**src/design/peh_pkg.sv**
```systemverilog
// ---------------------------------------------------------------------------
// peh_pkg
// Shared types and constants of the peri-event histogram core.
// ---------------------------------------------------------------------------
package peh_pkg;

    localparam int STAMP_W  = 63;
    localparam int UNIT_W   = 4;
    localparam int BIN_W    = 8;
    localparam int MODE_W   = 3;
    localparam int COUNT_W  = 20;
    localparam int TRIAL_W  = 16;
    localparam int BINNED_W = 11;
    localparam int MS_W     = 10;
    localparam int RATE_W   = 17;
    localparam int CFG_IDX_W = 2;

    // Offset arithmetic: magnitudes below the sample rate, scaled by 1000.
    localparam int MAG_W    = RATE_W;
    localparam int SCALED_W = 27;
    localparam int PROD_W   = 27;
    localparam int OFFSET_W = 30;
    localparam int REM_W    = 29;
    localparam int QUOT_W   = 11;
    localparam int DIVS_W   = PROD_W + QUOT_W - 1;

    localparam logic [COUNT_W-1:0] COUNT_MAX = '1;
    localparam logic [TRIAL_W-1:0] TRIAL_MAX = '1;
    localparam logic [MS_W-1:0]    OFFSET_LIMIT_MS = 10'd1000;

    localparam logic [MODE_W-1:0] MODE_SPIKE   = 3'd0;
    localparam logic [MODE_W-1:0] MODE_TRIGGER = 3'd1;
    localparam logic [MODE_W-1:0] MODE_CLOSE   = 3'd2;
    localparam logic [MODE_W-1:0] MODE_READ    = 3'd3;
    localparam logic [MODE_W-1:0] MODE_CLEAR   = 3'd4;

    localparam logic [CFG_IDX_W-1:0] CFG_PRE_WINDOW  = 2'd0;
    localparam logic [CFG_IDX_W-1:0] CFG_POST_WINDOW = 2'd1;
    localparam logic [CFG_IDX_W-1:0] CFG_BIN_WIDTH   = 2'd2;
    localparam logic [CFG_IDX_W-1:0] CFG_SAMPLE_RATE = 2'd3;

    typedef enum logic [2:0] {
        OP_NOP,
        OP_SPIKE,
        OP_TRIGGER,
        OP_CLOSE,
        OP_READ,
        OP_CLEAR
    } op_t;

    typedef struct packed {
        op_t                op;
        logic [STAMP_W-1:0] stamp;
        logic [UNIT_W-1:0]  unit;
        logic [BIN_W-1:0]   bin;
    } cmd_t;

    typedef struct packed {
        logic pop;
        logic sweeping;
    } ctl_t;

endpackage

```
**src/design/peh_front.sv**
```systemverilog
// ---------------------------------------------------------------------------
// peh_front
// Accepts input items, decodes them into commands and holds them in a
// two-entry queue for the execution engine.
// ---------------------------------------------------------------------------
module peh_front #(
    parameter int MAX_UNITS = 16,
    parameter int MAX_BINS  = 256
) (
    input  logic                          clk,
    input  logic                          rst_n,
    input  logic                          in_valid,
    output logic                          in_ready,
    input  logic [peh_pkg::MODE_W-1:0]    mode,
    input  logic [peh_pkg::STAMP_W-1:0]   stamp,
    input  logic [peh_pkg::UNIT_W-1:0]    unit_id,
    input  logic [peh_pkg::BIN_W-1:0]     bin_index,
    input  peh_pkg::ctl_t                 ctl,
    output logic                          cmd_valid,
    output peh_pkg::cmd_t                 cmd
);

    peh_pkg::cmd_t slot_reg [2];
    logic          wr_ptr_reg;
    logic          wr_ptr_next;
    logic          rd_ptr_reg;
    logic          rd_ptr_next;
    logic [1:0]    fill_reg;
    logic [1:0]    fill_next;
    logic          accept;
    logic          pop;
    logic          unit_ok;
    logic          bin_ok;
    peh_pkg::cmd_t decoded;

    assign in_ready  = !ctl.sweeping && (fill_reg != 2'd2);
    assign accept    = in_valid && in_ready;
    assign cmd_valid = (fill_reg != 2'd0);
    assign pop       = ctl.pop && cmd_valid;
    assign cmd       = slot_reg[rd_ptr_reg];

    always_comb
    begin
        unit_ok = 32'(unit_id) < MAX_UNITS;
        bin_ok  = 32'(bin_index) < MAX_BINS;
        decoded.stamp = stamp;
        decoded.unit  = unit_id;
        decoded.bin   = bin_index;
        case (mode)
            peh_pkg::MODE_SPIKE:   decoded.op = unit_ok ? peh_pkg::OP_SPIKE : peh_pkg::OP_NOP;
            peh_pkg::MODE_TRIGGER: decoded.op = peh_pkg::OP_TRIGGER;
            peh_pkg::MODE_CLOSE:   decoded.op = peh_pkg::OP_CLOSE;
            peh_pkg::MODE_READ:
                decoded.op = (unit_ok && bin_ok) ? peh_pkg::OP_READ : peh_pkg::OP_NOP;
            peh_pkg::MODE_CLEAR:   decoded.op = peh_pkg::OP_CLEAR;
            default:               decoded.op = peh_pkg::OP_NOP;
        endcase
    end

    always_comb
    begin
        wr_ptr_next = accept ? !wr_ptr_reg : wr_ptr_reg;
        rd_ptr_next = pop ? !rd_ptr_reg : rd_ptr_reg;
        case ({accept, pop})
            2'b10:   fill_next = fill_reg + 2'd1;
            2'b01:   fill_next = fill_reg - 2'd1;
            default: fill_next = fill_reg;
        endcase
    end

    always_ff @(posedge clk)
    begin
        if (accept)
        begin
            slot_reg[wr_ptr_reg] <= decoded;
        end
    end

    always_ff @(posedge clk or negedge rst_n)
    begin
        if (!rst_n)
        begin
            wr_ptr_reg <= 1'b0;
            rd_ptr_reg <= 1'b0;
            fill_reg   <= 2'd0;
        end
        else
        begin
            wr_ptr_reg <= wr_ptr_next;
            rd_ptr_reg <= rd_ptr_next;
            fill_reg   <= fill_next;
        end
    end

endmodule

```
**config.mk**
```make
export PLATFORM = sky130hd
export DESIGN_NAME = peh_front
export DESIGN_NICKNAME = d
export VERILOG_FILES = /design/src/design/peh_pkg.sv /design/src/design/peh_front.sv
export SDC_FILE = /design/constraint.sdc
export NUM_CORES = 1
export LEC_CHECK = 0
export ABC_AREA = 1
export BUFFER_PORTS_ARGS = -buffer_cell sky130_fd_sc_hd__buf_4
export CORE_MARGIN = 3
export CORE_UTILIZATION = 50
export DETAILED_ROUTE_END_ITERATION = 6
export PLACE_DENSITY_LB_ADDON = 0.3
export SKIP_CTS_REPAIR_TIMING = 1
export SYNTH_ARGS = -nofsm -noshare
export SYNTH_HDL_FRONTEND = slang
export SYNTH_SLANG_ARGS = --single-unit
```
**constraint.sdc**
```tcl
create_clock -name clk -period 4.99 [get_ports clk]
set_input_delay 0.998 -clock clk [delete_from_list [all_inputs] [get_ports clk]]
set_output_delay 0.998 -clock clk [all_outputs]
set_load 0.005 [all_outputs]
```
==> impl_metrics.py <==
metrics = {
    "logic_synthesis": {
        "synth_edf_count": 156,
        "synth-seq-cells": 160,
        "synth_cell_type_count": 17,
        "synth_area_mm2": 0.00594,
        "netlist_instances": 447,
        "syn_area_per_cell_um2": 13.3,
        "synthesis.nets": 531,
        "netlist.area_leader.share_pct": 78.8,
        "synth_top_flop_cell": "edfxtp_1",
        "synth_most_common_cell": "nand2_1",
        "seq_area_frac_synth_pct": 80.5,
        "async_flop_share_pct": 2.50,
        "synth_top_area_cell": "edfxtp_1",
        "synth.top_cells.by_area": "edfxtp_1 (79%), nand2_1 (16%), dfrtp_1 (1.7%)",
        "synth_warnings": 0,
        "synth_common_cells": "nand2_1 (246), edfxtp_1 (156), buf_2 (12)",
    },
    "critical_path": {
        "crit_slowest_cell": "buf_4",
        "crit_path_start_kind": "flop",
        "slowest_delay_ns": 0.62,
        "cp_data_required_time_ns": 3.99,
        "path_max_fanout": 79,
        "worstPathArrival_ns": 1.85,
        "worstSetupPathType": "reg2out",
        "reg2reg_slack_ns": 2.74,
        "worstPathCellList": "buf_4 > nand2_1 > nand2_1 > buf_4",
        "crit_path_end_kind": "output pin",
    },
    "routing": {
        "routed_via_density": 4.83,
        "wirelength_um": 11400,
        "wire_per_inst_um": 14.9,
        "dr_total_vias": 3720,
        "drtIter0Drc": 258,
        "first_pass_iters": 5,
        "antenna_left": 0,
        "drc": 0,
    },
    "cells_and_area": {
        "largest_reg_flops": 156,
        "multiInputGateArea_mm2": 0.00102,
        "drive_above_1_share_pct": 31.6,
        "antenna_cells": 0,
        "seqCellArea_mm2": 0.00479,
        "fillers": 840,
        "syn_to_final_growth_pct": 31.8,
        "num-nets-final": 698,
    },
    "clocking": {
        "cts_sinks": 160,
        "path_clk_slew_ns": 0.06,
        "insertion_delay_ns": 0.41,
        "cts_root_buffer": "clkbuf_16",
        "ctsHtreeMaxLevel": 4,
        "cts_tree": "done",
        "cts_made_buffers": 17,
        "clock_path_buffers": 2,
    },
    "pwr": {
        "p_per_area_mw_per_mm2": 528,
        "leakagePower_uw": 0.00334,
        "ir_drop_v": 0.000303,
    },
    "floorplan": {
        "rows": 39,
        "die_w_um": 115,
        "ios": 163,
        "dieArea_mm2": 0.0132,
        "chipHeight_um": 115,
        "initial_core_util_pct": 51.6,
        "core_mm2": 0.0115,
    },
    "timing": {
        "worstMarginPinSlew_ns": 0.909,
        "max-slew-margin-rel_pct": 39.3,
        "hold_viol": 0,
        "fin_tns_setup_ns": 0,
        "rsz0062_at_grt": "no",
        "fmax_mhz": 351,
        "period_minus_slack_ns": 2.85,
        "fin_crit_sh_pct": 57.1,
        "worst_slack_ns": 2.14,
        "slew_violations": 0,
        "finalSetupViolCount": 0,
        "skew_ns": 0.00409,
    },
    "placed_design": {
        "io_buffer_count": 162,
        "gp_congestion": 0.786,
        "dpl.hpwl_um": 7210,
        "dpl_worst_slack_ns": 2.16,
    },
    "hold_path": {
        "min_path_type": "in2async",
    },
    "global_route": {
        "grt_start_max_net_pins": 80,
        "grt_overflow": 0,
        "grtUsageTotal_pct": 17.4,
        "grt_pass1_vias": 3578,
        "antenna_found_initial": 0,
        "grt_pass1_wl_um": 17200,
    },
    "run_status": {
        "outcome": "finished, final reports clean",
    },
    "flow_run": {
        "cap_violations": 0,
    },
}
## stage by stage
stage / area, um2 / hold WS [ns] / util (%) / instances / total power, uW
3_3_place_gp: 7270 / 0.468 / 63.2 / 738 / 2950
3_5_place_dp: 7270 / 0.476 / 63.2 / 738 / 2980
4_1_cts: 7830 / 0.362 / 68.0 / 770 / 4180
6_report: 7830 / 0.378 / 68.0 / 770 / 4130
2_1_floorplan: 5940 / 0.442 / - / 447 / 2360
5_1_grt: 7830 / 0.361 / 68.0 / 770 / 4380
## worst paths after layout
kind,cells after the start,start,to
min,1,rst_n,wr_ptr_reg$_DFFE_PN0P_
min in group clk,2,wr_ptr_reg$_DFFE_PN0P_,wr_ptr_reg$_DFFE_PN0P_
max,4,rd_ptr_reg$_DFFE_PN0P_,cmd[47]
max in group asynchronous,1,rst_n,rd_ptr_reg$_DFFE_PN0P_
max reg2reg,5,fill_reg[0]$_DFFE_PN0P_,slot_reg[0][66]$_DFFE_PP_
min reg2reg,2,wr_ptr_reg$_DFFE_PN0P_,wr_ptr_reg$_DFFE_PN0P_
## layer usage
layer	up-vias	track usage, %	part of all wire, %
met5	-	0	0
met4	0	6.81	1.3
met3	14	7.58	11
met2	151	28.2	49
met1	1710	20.6	39
li1	1845	-	-
## worst max-delay path: cells and delay by family, from the launching register on
kind | cells | cell delay (ns)
simple gates | 2 | 0.25
flops | 1 | 0.38
buf+inv | 2 | 0.74
## cells in the final DEF (no fill, tap or decap), drive strengths merged, types with 2 or more instances in the layout
cell type,count
clkinvlp,4
clkinv,7
dfrtp,4
nand4,2
nand2,246
clkbuf,20
a21oi,2
nand3,4
buf,165
inv,9
bufinv,2
edfxtp,156
## cells by family after synthesis
group | share of synthesized area, %
adder cells (fa/ha/maj) | 0.211
XOR/XNOR | 0.147
buffers and inverters | 2.51
AND/OR/NAND/NOR | 16.4
AO/OA/AOI/OAI | 0.253
flip-flops | 80.5
## where the power goes
group / switching, uW / internal (uW) / leakage, uW / total (uW)
sequential: 45.4 / 1670 / 0.00147 / 1720
combinational: 677 / 536 / 0.00161 / 1210
clock: 475 / 728 / 0.000263 / 1200
## final cells by class
cell class              count  share of cell area (%)
multi-input cells         260                    13.0
flip-flops and latches    160                    61.1
inverters                  10                   0.527
clock buffers              20                    5.58
well taps                 143                    2.29
clock inverters            12                    1.52
repair buffers            165                    16.0
Note: power is estimated with default switching activity, not from simulation.
